===== src/hw/rtl/bba_pkg.sv =====
// shared types and constants of the bitmap block allocator
`default_nettype none

package bba_pkg;

  // fixed field widths
  localparam int unsigned LBN_W   = 32;
  localparam int unsigned CNT_W   = 16;
  localparam int unsigned ACT_W   = 3;
  localparam int unsigned STAT_W  = 2;
  localparam int unsigned REG_W   = 16;
  localparam int unsigned REG_IDX_W = 2;
  localparam int unsigned WORD_W  = 64;
  localparam int unsigned WORD_SH = 6;

  // action codes
  localparam logic [ACT_W-1:0] ACT_TEST       = 3'd0;
  localparam logic [ACT_W-1:0] ACT_MARK_ALLOC = 3'd1;
  localparam logic [ACT_W-1:0] ACT_MARK_FREE  = 3'd2;
  localparam logic [ACT_W-1:0] ACT_ALLOC      = 3'd3;
  localparam logic [ACT_W-1:0] ACT_FORMAT     = 3'd4;

  // result status codes
  localparam logic [STAT_W-1:0] STAT_OK    = 2'd0;
  localparam logic [STAT_W-1:0] STAT_RANGE = 2'd1;
  localparam logic [STAT_W-1:0] STAT_RAM   = 2'd2;
  localparam logic [STAT_W-1:0] STAT_FAIL  = 2'd3;

  // configuration register indexes
  localparam logic [REG_IDX_W-1:0] REG_RAM_WINDOW   = 2'd0;
  localparam logic [REG_IDX_W-1:0] REG_DISK_TRACKED = 2'd1;

  // datapath operations
  typedef enum logic [3:0] {
    DP_NONE,
    DP_LOAD,
    DP_RESULT,
    DP_READ,
    DP_TEST,
    DP_MARK,
    DP_MOD_START,
    DP_SCAN_A,
    DP_SCAN_B,
    DP_SCAN,
    DP_CLEAR_WORD,
    DP_FMT_WORD,
    DP_FMT_END
  } dp_op_t;

  // controller to datapath
  typedef struct packed {
    dp_op_t            op;
    logic [STAT_W-1:0] code;
  } dp_cmd_t;

  // datapath to controller
  typedef struct packed {
    logic [ACT_W-1:0] act;
    logic             in_range;
    logic             is_ram;
    logic             free_zero;
    logic             t_zero;
    logic             mod_done;
    logic             s_zero;
    logic             hit;
    logic             phase_end;
    logic             sweep_last;
  } dp_stat_t;

endpackage

`default_nettype wire


===== src/hw/rtl/bba_ctrl.sv =====
// controller state machine of the bitmap block allocator
`default_nettype none

module bba_ctrl
  import bba_pkg::*;
(
  input  wire logic     clk,
  input  wire logic     rst,
  input  wire logic     start,
  input  wire dp_stat_t stat,
  output dp_cmd_t       cmd,
  output logic          busy,
  output logic          done
);

  typedef enum logic [3:0] {
    S_CLEAR,
    S_IDLE,
    S_DECIDE,
    S_TEST,
    S_MARK,
    S_MOD,
    S_SCAN_A,
    S_RUN_A,
    S_SCAN_B,
    S_RUN_B,
    S_FMT,
    S_FMT_END
  } state_t;

  state_t state;
  state_t state_next;
  logic   done_next;

  // next state and datapath command
  always_comb begin
    state_next = state;
    cmd.op     = DP_NONE;
    cmd.code   = STAT_OK;
    case (state)
      S_CLEAR: begin
        cmd.op = DP_CLEAR_WORD;
        if (stat.sweep_last) begin
          state_next = S_IDLE;
        end
      end
      S_IDLE: begin
        if (start) begin
          cmd.op     = DP_LOAD;
          state_next = S_DECIDE;
        end
      end
      S_DECIDE: begin
        state_next = S_IDLE;
        case (stat.act)
          ACT_TEST: begin
            if (stat.in_range && !stat.is_ram) begin
              cmd.op     = DP_READ;
              state_next = S_TEST;
            end else begin
              cmd.op   = DP_RESULT;
              cmd.code = stat.in_range ? STAT_RAM : STAT_OK;
            end
          end
          ACT_MARK_ALLOC, ACT_MARK_FREE: begin
            if (!stat.in_range) begin
              cmd.op   = DP_RESULT;
              cmd.code = STAT_RANGE;
            end else if (stat.is_ram) begin
              cmd.op   = DP_RESULT;
              cmd.code = STAT_RAM;
            end else begin
              cmd.op     = DP_READ;
              state_next = S_MARK;
            end
          end
          ACT_ALLOC: begin
            if (stat.free_zero) begin
              cmd.op   = DP_RESULT;
              cmd.code = STAT_RANGE;
            end else if (stat.t_zero) begin
              cmd.op   = DP_RESULT;
              cmd.code = STAT_FAIL;
            end else begin
              cmd.op     = DP_MOD_START;
              state_next = S_MOD;
            end
          end
          ACT_FORMAT: begin
            state_next = S_FMT;
          end
          default: begin
            cmd.op   = DP_RESULT;
            cmd.code = STAT_OK;
          end
        endcase
      end
      S_TEST: begin
        cmd.op     = DP_TEST;
        state_next = S_IDLE;
      end
      S_MARK: begin
        cmd.op     = DP_MARK;
        state_next = S_IDLE;
      end
      S_MOD: begin
        if (stat.mod_done) begin
          state_next = S_SCAN_A;
        end
      end
      S_SCAN_A: begin
        cmd.op     = DP_SCAN_A;
        state_next = S_RUN_A;
      end
      S_RUN_A: begin
        cmd.op = DP_SCAN;
        if (stat.hit) begin
          state_next = S_IDLE;
        end else if (stat.phase_end) begin
          if (stat.s_zero) begin
            cmd.op     = DP_RESULT;
            cmd.code   = STAT_FAIL;
            state_next = S_IDLE;
          end else begin
            state_next = S_SCAN_B;
          end
        end
      end
      S_SCAN_B: begin
        cmd.op     = DP_SCAN_B;
        state_next = S_RUN_B;
      end
      S_RUN_B: begin
        cmd.op = DP_SCAN;
        if (stat.hit) begin
          state_next = S_IDLE;
        end else if (stat.phase_end) begin
          cmd.op     = DP_RESULT;
          cmd.code   = STAT_FAIL;
          state_next = S_IDLE;
        end
      end
      S_FMT: begin
        cmd.op = DP_FMT_WORD;
        if (stat.sweep_last) begin
          state_next = S_FMT_END;
        end
      end
      S_FMT_END: begin
        cmd.op     = DP_FMT_END;
        state_next = S_IDLE;
      end
      default: begin
        state_next = S_IDLE;
      end
    endcase
  end

  // result strobe on the way back to idle, not after the clearing pass
  assign done_next = (state != S_IDLE) && (state != S_CLEAR) && (state_next == S_IDLE);

  // state and registered outputs
  always_ff @(posedge clk) begin
    if (rst) begin
      state <= S_CLEAR;
      busy  <= 1'b1;
      done  <= 1'b0;
    end else begin
      state <= state_next;
      busy  <= (state_next != S_IDLE);
      done  <= done_next;
    end
  end

endmodule

`default_nettype wire


===== config.mk =====
export PLATFORM = sky130hd
export DESIGN_NAME = bba_ctrl
export DESIGN_NICKNAME = d
export VERILOG_FILES = /design/src/hw/rtl/bba_pkg.sv /design/src/hw/rtl/bba_ctrl.sv
export SDC_FILE = /design/constraint.sdc
export NUM_CORES = 1
export LEC_CHECK = 0
export BUFFER_PORTS_ARGS = -buffer_cell sky130_fd_sc_hd__buf_2
export CAP_MARGIN = 5
export CELL_PAD_IN_SITES_DETAIL_PLACEMENT = 0
export CELL_PAD_IN_SITES_GLOBAL_PLACEMENT = 2
export CORE_ASPECT_RATIO = 0.7
export CORE_UTILIZATION = 26
export DETAILED_ROUTE_END_ITERATION = 10
export GPL_ROUTABILITY_DRIVEN = 0
export PLACE_DENSITY = 0.81
export SYNTH_ARGS = -nofsm -noshare
export SYNTH_HDL_FRONTEND = slang
export SYNTH_SLANG_ARGS = --single-unit

===== constraint.sdc =====
create_clock -name clk -period 1.8 [get_ports clk]
set_input_delay 0.45 -clock clk [delete_from_list [all_inputs] [get_ports clk]]
set_output_delay 0.45 -clock clk [all_outputs]
set_load 0.02 [all_outputs]

# Yosys cells after proc, flatten, opt, wreduce, memory -nomap -nowiden
# Cells that the tools add are included.
totals:
  regBits: 6
  input_bits: 15
  elab_cells: 63
classes:
  n_eq_ne: 18
  mux: 34
  n_reduce_logical: 8
op_table:
  columns: ["op", "count"]
  rows:
  - ["case mux 4 bit (11 select lines)", 1]
  - ["2-to-1 mux 4 bit", 9]
  - ["2-to-1 mux 6 bit", 6]
  - ["case mux 4 bit (9 select lines)", 1]
  - ["case mux 6 bit (4 select lines)", 1]
  - ["2-to-1 mux 3 bit", 6]
  - ["== test 4 x 3 -> 1 bit, second input constant", 4]
  - ["== test 4 bit, second input constant", 4]
  - ["case mux 4 bit (4 select lines)", 1]
  - ["2-to-1 mux 2 bit", 5]
  - ["== test 4 x 1 -> 1 bit, second input constant", 2]
  - ["== test 4 x 2 -> 1 bit, second input constant", 2]
  - ["!= test 4 x 1 -> 1 bit, second input constant", 2]
  - ["== test 3 x 2 -> 1 bit, second input constant", 2]
  - ["case mux 2 bit (3 select lines)", 1]
  - ["zero test 4 bit", 1]
  - ["nonzero test 4 bit", 1]
  - ["== test 3 x 1 -> 1 bit, second input constant", 1]
  - ["== test 3 bit, second input constant", 1]
  - ["logical AND 1 bit", 3]
  - ["zero test 3 bit", 1]
  - ["2-to-1 mux 1 bit", 3]
  - ["OR reduction 2 bit", 1]
  - ["zero test 1 bit", 1]

# Depth between registers and ports, before layout
# Gate-level depths: netlist of run 1.
depth:
  depth_word: 7
  mapped_depth: 7

# Worst setup path after synthesis of run 1
# No wires, ideal clock.
synth_timing:
  kind: "input to output"
  startpoint: "input stat[6] (netlist name)"
  endpoint: "output cmd[4] (netlist name)"
  arrival_time_ns: 1.423
  path_slack_ns: -0.073
  cell_stages: 4
  path_cell_list: "or3_1 nor4_1 a21oi_1 o22ai_1"
synth_lines:
  columns: ["item", "line_no", "source"]
  rows:
  - ["from (decl)", "bba_ctrl.sv:10", "input wire dp_stat_t stat,"]
  - ["to (decl)", "bba_ctrl.sv:11", "output dp_cmd_t cmd,"]

==> results.md, run 1 <==
- Cell types with the largest area share after synthesis: sky130_fd_sc_hd__dfxtp_1 (17%), sky130_fd_sc_hd__nor2_1 (5.8%), sky130_fd_sc_hd__o21ai_0 (4.9%)
- Router iterations before antenna repair: 4
- Final Core Density: 48.0%
- Via count of the first global-routing pass: 834
- Total GRT Usage: 16.0%
- Final Instance Area: 0.00122 mm2
- Synthesized instance count: 95
- Violations in the final reports: setup timing
- Layout-stage area growth over the synthesis result: 71.3%
- Clock H-tree levels: 1
- Required @ worst endpoint: 1.35 ns
- Clock latency on the worst-skew pair: 0.22 ns
- First-pass GRT wire length: 3.61 mm
- Initial Util: 28.0%
- Slowest-stage cell, CP: sky130_fd_sc_hd__or3_4
- Crit-path cells: buf_6 -> or3_4 -> nor4_4 -> a21oi_2 -> o22ai_2 -> buf_6
- Yosys warnings: 0
- Overall die area: 0.00295 mm2
- Type of the worst setup path: primary input to primary output
- Final-report max-slew violation count: 0
- WL per Instance: 13.3 um
- RSZ-0062 raised after global routing: yes
- Most used cells in the layout excluding fill and tap cells: sky130_fd_sc_hd__buf_4 (28), sky130_fd_sc_hd__buf_2 (14), sky130_fd_sc_hd__nor2_1 (10)
- Area post-placement: 0.00102 mm2
- Vias post-DR: 890
- Detailed Place HPWL: 1.79 mm
- Drt first-iter violations: 13
- Core area: 0.00253 mm2
- Post-layout instance count excluding filler cells: 177
- Launching element type of the critical path: primary input
- Cell type with the largest total area after synthesis: sky130_fd_sc_hd__dfxtp_1
- Die outline width: 64.5 um
- Worst VDD drop: 186 uV
- Fraction of layout cells with a size suffix above 1: 54.5%
- Hold Path End: state[3]$_SDFF_PP0_
- TritonCTS clock tree: done
- Number of cells on the worst reg-to-reg path: 7
- Synth top area share: 16.9%
- Startpoint of the most critical hold path: rst
- Kind of capture point of the worst setup path: primary output
- Mean post-synth cell area: 7.48 um2
- Commonest non-fill, non-tap cell in the layout: sky130_fd_sc_hd__buf_4
- Avg Vias per Cell: 5.03
- Root buffer cell: sky130_fd_sc_hd__clkbuf_8
- Slew at the pin with the worst max-slew slack: 0.267 ns
- Final WS setup: -0.0873 ns
- Outcome: finished with violations
- Arrival time reported for the critical path endpoint: 1.44 ns
- Fraction of the yosys area taken by sequential cells: 16.9%
- Worst flop-to-flop path startpoint: state[3]$_SDFF_PP0_
- Sinks on the clock net: 6
- Post-route fraction of the period consumed by the critical path: 105%
- Critical path fanouts, max: 2
- Largest incremental delay on the critical path: 0.40 ns
- Clock slew at the register clock pins of the worst setup and hold paths: 0.03 ns
- Cell depth of the worst hold path: 2
- WL final: 2.35 mm
- Leakage power summed over all cells: 0.513 nW
- Total nets after synthesis: 110
- Port Buffer Count: 22
- Remaining global-route overflow: 0
- Total inserted antenna cells: 0
- Synthesized area: 711 um2
- Largest net degree at the start of global routing: 10
- Fill cell count: 253
- Most Frequent Cell on Critical Path: sky130_fd_sc_hd__buf_6
- Minimum period implied by the final worst setup slack: 1.89 ns
- Worst min-delay path class: primary input to flip-flop
- Worst setup slack for register-to-register paths: 0.11 ns
- Count of unique library cells instantiated by Yosys: 39
- Clock Path Buffers: 2
- Drc violations: 0
- Vertical die dimension: 45.7 um
- Number of top-level design ports: 23
- Power density cells: 441 mW/mm2
- Placed Instances: 171
- CTS buffer count: 3
- TNS Setup: -0.229 ns
- Normalized max-slew margin: 82.1%
- Layout net count: 160
- Layout Skew: 0.00190 ns
- Rows: 15
- Final Setup Violations: 5
- Antenna violations before repair: 0
- Antenna Violating Nets Remaining: 0
- Endpoint of the lowest-slack register-to-register path: done$_SDFF_PP0_
- Flip-flop and latch count after synthesis: 6
- FMAX: 0.530 GHz
- Number of max-cap violations: 0
- Final Hold Viols: 0
[where the power goes]
part           total (W)  internal, W  switching (W)
registers       0.000147     0.000138     0.00000806
clock network   0.000199     0.000143      0.0000552
logic           0.000191    0.0000950      0.0000964
[cell usage after synthesis (all sizes together)]
cell,instances
a32oi,1
and2b,1
nand2b,2
or2b,1
nor2b,5
a32o,1
o22ai,2
nor4,1
o21a,1
nor3b,3
inv,3
and4b,1
a21o,2
nand4,2
or3,1
a21oi,6
o21ai,8
a31oi,5
buf,5
a2bb2oi,1
nand3b,1
nor2,12
xor2,1
or2,1
nor4b,2
clkbuf,1
dfxtp,6
nor3,1
maj3,1
nand3,4
o211ai,3
nand2,6
mux2,2
a221o,1
o2bb2ai,1
[kinds of logic (layout without fill, tap and decap cells)]
logic type      count (synthesis)  in the layout  share of synthesized area, %
compound gates                 32             32                          30.3
xor+xnor                        1              1                          1.23
fa+ha+maj                       1              1                          1.58
buf+inv                         9             57                          8.98
flops                           6              6                          16.9
mux                             2              2                          3.17
simple gates                   44             44                          37.9
[through the flow]
stage	power [W]	hold WS (ns)	setup slack, ns
finish	0.000536	0.441	-0.0873
global route	0.000565	0.457	-0.134
CTS	0.000529	0.437	-0.0999
detailed placement	0.000316	0.678	-0.201
global placement	0.000315	0.672	-0.165
floorplan	0.000240	0.522	0.0112
[worst max-delay path by stage]
stage          slack (ns)                start     end
3_5_place_dp        -0.20              stat[6]  cmd[4]
3_3_place_gp        -0.16              stat[6]  cmd[4]
5_1_grt             -0.13              stat[6]  cmd[4]
2_1_floorplan        0.01  state[2]$_SDFF_PP0_  cmd[3]
4_1_cts              -0.1              stat[6]  cmd[4]
6_report            -0.09              stat[6]  cmd[4]
[what timing repair did]
action	CTS	global route
hold endpoints to repair	0	0
endpoints found under the setup margin	6	6
pin swaps	4	4
gates resized for setup	19	15
hold buffers	0	0
buffers inserted	2	2
[routing by layer]
metal	track usage (%)	wire length (um)	share of wire, %
met1	21.7	1180	50
met2	26.5	1070	45
met3	3.50	98	4.2
met4	3.11	0	0
met5	0	0	0
[worst max-delay path, delay by kind of cell]
family | cells | cell delay, ns
buffers and inverters | 2 | 0.23
AND/OR/NAND/NOR | 2 | 0.55
AO/OA/AOI/OAI | 2 | 0.20
[flip-flops by register name, summed over array words and instances (netlist names)]
name,count
state,4
done,1
busy,1
[layout make-up]
type | count | area [um2] | area share (%)
Sequential cell | 6 | 130 | 10.7
Multi-Input combinational cell | 80 | 602 | 49.4
Clock buffer | 3 | 41.3 | 3.39
Inverter | 3 | 11.3 | 0.925
Tap cell | 34 | 42.5 | 3.49
Timing Repair Buffer | 51 | 390 | 32.1
Power figures use the tool's default switching activity.
==> inputs of run 2 (changes only) <==
MAX_ROUTING_LAYER = met4   (was not set)
==> run 2 against run 1 <==
The flow still finishes with violations (setup timing). Hold slack did not move. Critical path depth did not move. Sequential cell count did not move. Clock power barely moved. Combinational power barely moved. Die area did not move. Sequential power barely moved. Final cell count did not move. Largest power group unchanged.
==> results.md, run 2 (synthesized netlist as in run 1, its figures left out) <==
- Clock slew at the register clock pins of the worst setup and hold paths: 0.03 ns (about the same)
- Worst-case hold slack: 0.441 ns (unchanged)
- RSZ-0062 raised after global routing: yes
- Worst min-delay path class: primary input to flip-flop
- Number of cells on the worst reg-to-reg path: 7 (unchanged)
- Final Setup Violations: 5 (unchanged)
- First-pass GRT wire length: 3.61 mm (unchanged)
- Core area: 0.00253 mm2 (unchanged)
- Layout Skew: 0.00190 ns (unchanged)
- Combinational share of power: 35.7% (about the same)
- Type of the worst setup path: primary input to primary output
- Leakage power summed over all cells: 0.513 nW (unchanged)
- Clock latency on the worst-skew pair: 0.22 ns (about the same)
- Total inserted antenna cells: 0 (unchanged)
- Most used cells in the layout excluding fill and tap cells: sky130_fd_sc_hd__buf_4 (28), sky130_fd_sc_hd__buf_2 (14), sky130_fd_sc_hd__nor2_1 (10)
- Final-report max-slew violation count: 0 (unchanged)
- Antenna violations before repair: 0 (unchanged)
- Kind of capture point of the worst setup path: primary output
- Largest reg by FF count: state
- Clock H-tree levels: 1 (unchanged)
- Layout net count: 160 (unchanged)
- Detailed Place HPWL: 1.79 mm (unchanged)
- Final Hold Viols: 0 (unchanged)
- Startpoint of the most critical hold path: rst
- M1 WL: 1.18 mm (-0.17%)
- Remaining global-route overflow: 0 (unchanged)
- Switching Power: 0.000160 W (about the same)
- Uppermost metal layer occupied by signal nets: met3
- Router iterations before antenna repair: 4 (unchanged)
- Placed Instances: 171 (unchanged)
- Initial Util: 28.0% (unchanged)
- FMAX: 0.530 GHz (about the same)
- Worst flop-to-flop path startpoint: state[3]$_SDFF_PP0_
- Power density cells: 441 mW/mm2 (about the same)
- Arrival time reported for the critical path endpoint: 1.44 ns (about the same)
- Number of max-cap violations: 0 (unchanged)
- Hold Path End: state[3]$_SDFF_PP0_
- Final Instance Area: 0.00122 mm2 (unchanged)
- Cell depth of the worst hold path: 2 (unchanged)
- Overall die area: 0.00295 mm2 (unchanged)
- Net Sw Frac: 29.8% (about the same)
- Worst setup slack for register-to-register paths: 0.11 ns (about the same)
- Critical path fanouts, max: 2 (unchanged)
- Die outline width: 64.5 um (unchanged)
- WL final: 2.34 mm (-0.17%)
- Via count of the first global-routing pass: 834 (unchanged)
- Minimum period implied by the final worst setup slack: 1.89 ns (+0.000207 ns)
- Violations in the final reports: setup timing
- Commonest non-fill, non-tap cell in the layout: sky130_fd_sc_hd__buf_4
- Post-layout instance count excluding filler cells: 177 (unchanged)
- Met2 layer wire length in the routed design: 1.06 mm (-0.37%)
- CTS buffer count: 3 (unchanged)
- Rows: 15 (unchanged)
- Antenna Violating Nets Remaining: 0 (unchanged)
- Outcome: finished with violations
- Sinks on the clock net: 6 (unchanged)
- Drc violations: 0 (unchanged)
- Total power of the final layout: 0.000536 W (about the same)
- Layout-stage area growth over the synthesis result: 71.3% (unchanged)
- Area post-placement: 0.00102 mm2 (unchanged)
- Vias post-DR: 883 (-0.79%)
- Launching element type of the critical path: primary input
- Endpoint of the lowest-slack register-to-register path: done$_SDFF_PP0_
- Port Buffer Count: 22 (unchanged)
- Root buffer cell: sky130_fd_sc_hd__clkbuf_8
- WL per Instance: 13.2 um (-0.17%)
- Fraction of layout cells with a size suffix above 1: 54.5% (unchanged)
- Avg Vias per Cell: 4.99 (-0.79%)
- Vertical die dimension: 45.7 um (unchanged)
- Largest registers: state (4), busy (1), done (1)
- Clock Path Buffers: 2 (unchanged)
- Max reg flops: 4 (unchanged)
- Number of top-level design ports: 23 (unchanged)
- Sequential fraction of design power: 27.3% (about the same)
- Largest net degree at the start of global routing: 10 (unchanged)
- Quantity of hold-fixing buffers added after cts: 0 (unchanged)
- Worst VDD drop: 186 uV (about the same)
- Required @ worst endpoint: 1.35 ns (about the same)
- Drt first-iter violations: 12 (-1)
- Normalized max-slew margin: 82.2% (+0.098 points)
- Design internal power: 0.000377 W (unchanged)
- Detailed-routed wire length on met3: 98 um (unchanged)
- Clock power share: 37.0% (about the same)
- Post-route fraction of the period consumed by the critical path: 105% (about the same)
- Slew at the pin with the worst max-slew slack: 0.266 ns (-0.00146 ns)
- Total GRT Usage: 16.5% (+0.51 points)
- TritonCTS clock tree: done
- Final WS setup: -0.0875 ns (-0.000207 ns)
[run 2: through the flow]
| stage | setup TNS, ns | worst slack [ns] | util, % |
|---|---|---|---|
| global placement | -0.328 | -0.165 | 40.4 |
| detailed placement | -0.304 | -0.201 | 40.4 |
| floorplan | 0 | 0.0112 | - |
| CTS | -0.300 | -0.0999 | 44.8 |
| global route | -0.479 | -0.134 | 48.0 |
| finish | -0.224 | -0.0875 | 48.0 |
[run 2: timing repair]
item	4_1_cts	5_1_grt
pin swaps	4	4
gates cloned	0	0
resized for setup	19	15
endpoints found under the setup margin	6	6
setup buffers	2	2
[run 2: layer usage]
metal | global-route usage [%] | vias to the layer above
li1 | - | 451
met1 | 21.7 | 412
met2 | 26.5 | 20
met3 | 3.50 | 0
met4 | 3.11 | 0
met5 | - | -
[run 2: final cells by class]
type	count	area, um2
fillers	253	1320
flip-flops and latches	6	130
clock buffers	3	41.3
repair buffers	51	390
multi-input cells	80	602
well taps	34	42.5
inverters	3	11.3
[run 2: critical path, cell delays in order]
cell and delay, ns:
sky130_fd_sc_hd__buf_6 0.09, sky130_fd_sc_hd__or3_4 0.40, sky130_fd_sc_hd__nor4_4 0.15, sky130_fd_sc_hd__a21oi_2 0.05
sky130_fd_sc_hd__o22ai_2 0.15, sky130_fd_sc_hd__buf_6 0.14
[run 2: power by group through the flow]
stage / Combinational, W / Clock, W / Sequential (W)
after floorplan: 0.0000907 / 0 / 0.000149
after global placement: 0.000167 / 0 / 0.000149
after detailed placement: 0.000168 / 0 / 0.000149
after CTS: 0.000178 / 0.000205 / 0.000146
after global routing: 0.000207 / 0.000210 / 0.000148
final: 0.000191 / 0.000199 / 0.000147
[run 2: how the worst max path moves through the flow]
stage	startpoint	to	slack [ns]
5_1_grt	stat[6]	cmd[4]	-0.13
3_5_place_dp	stat[6]	cmd[4]	-0.20
3_3_place_gp	stat[6]	cmd[4]	-0.16
6_report	stat[6]	cmd[4]	-0.09
4_1_cts	stat[6]	cmd[4]	-0.1
2_1_floorplan	state[2]$_SDFF_PP0_	cmd[3]	0.01
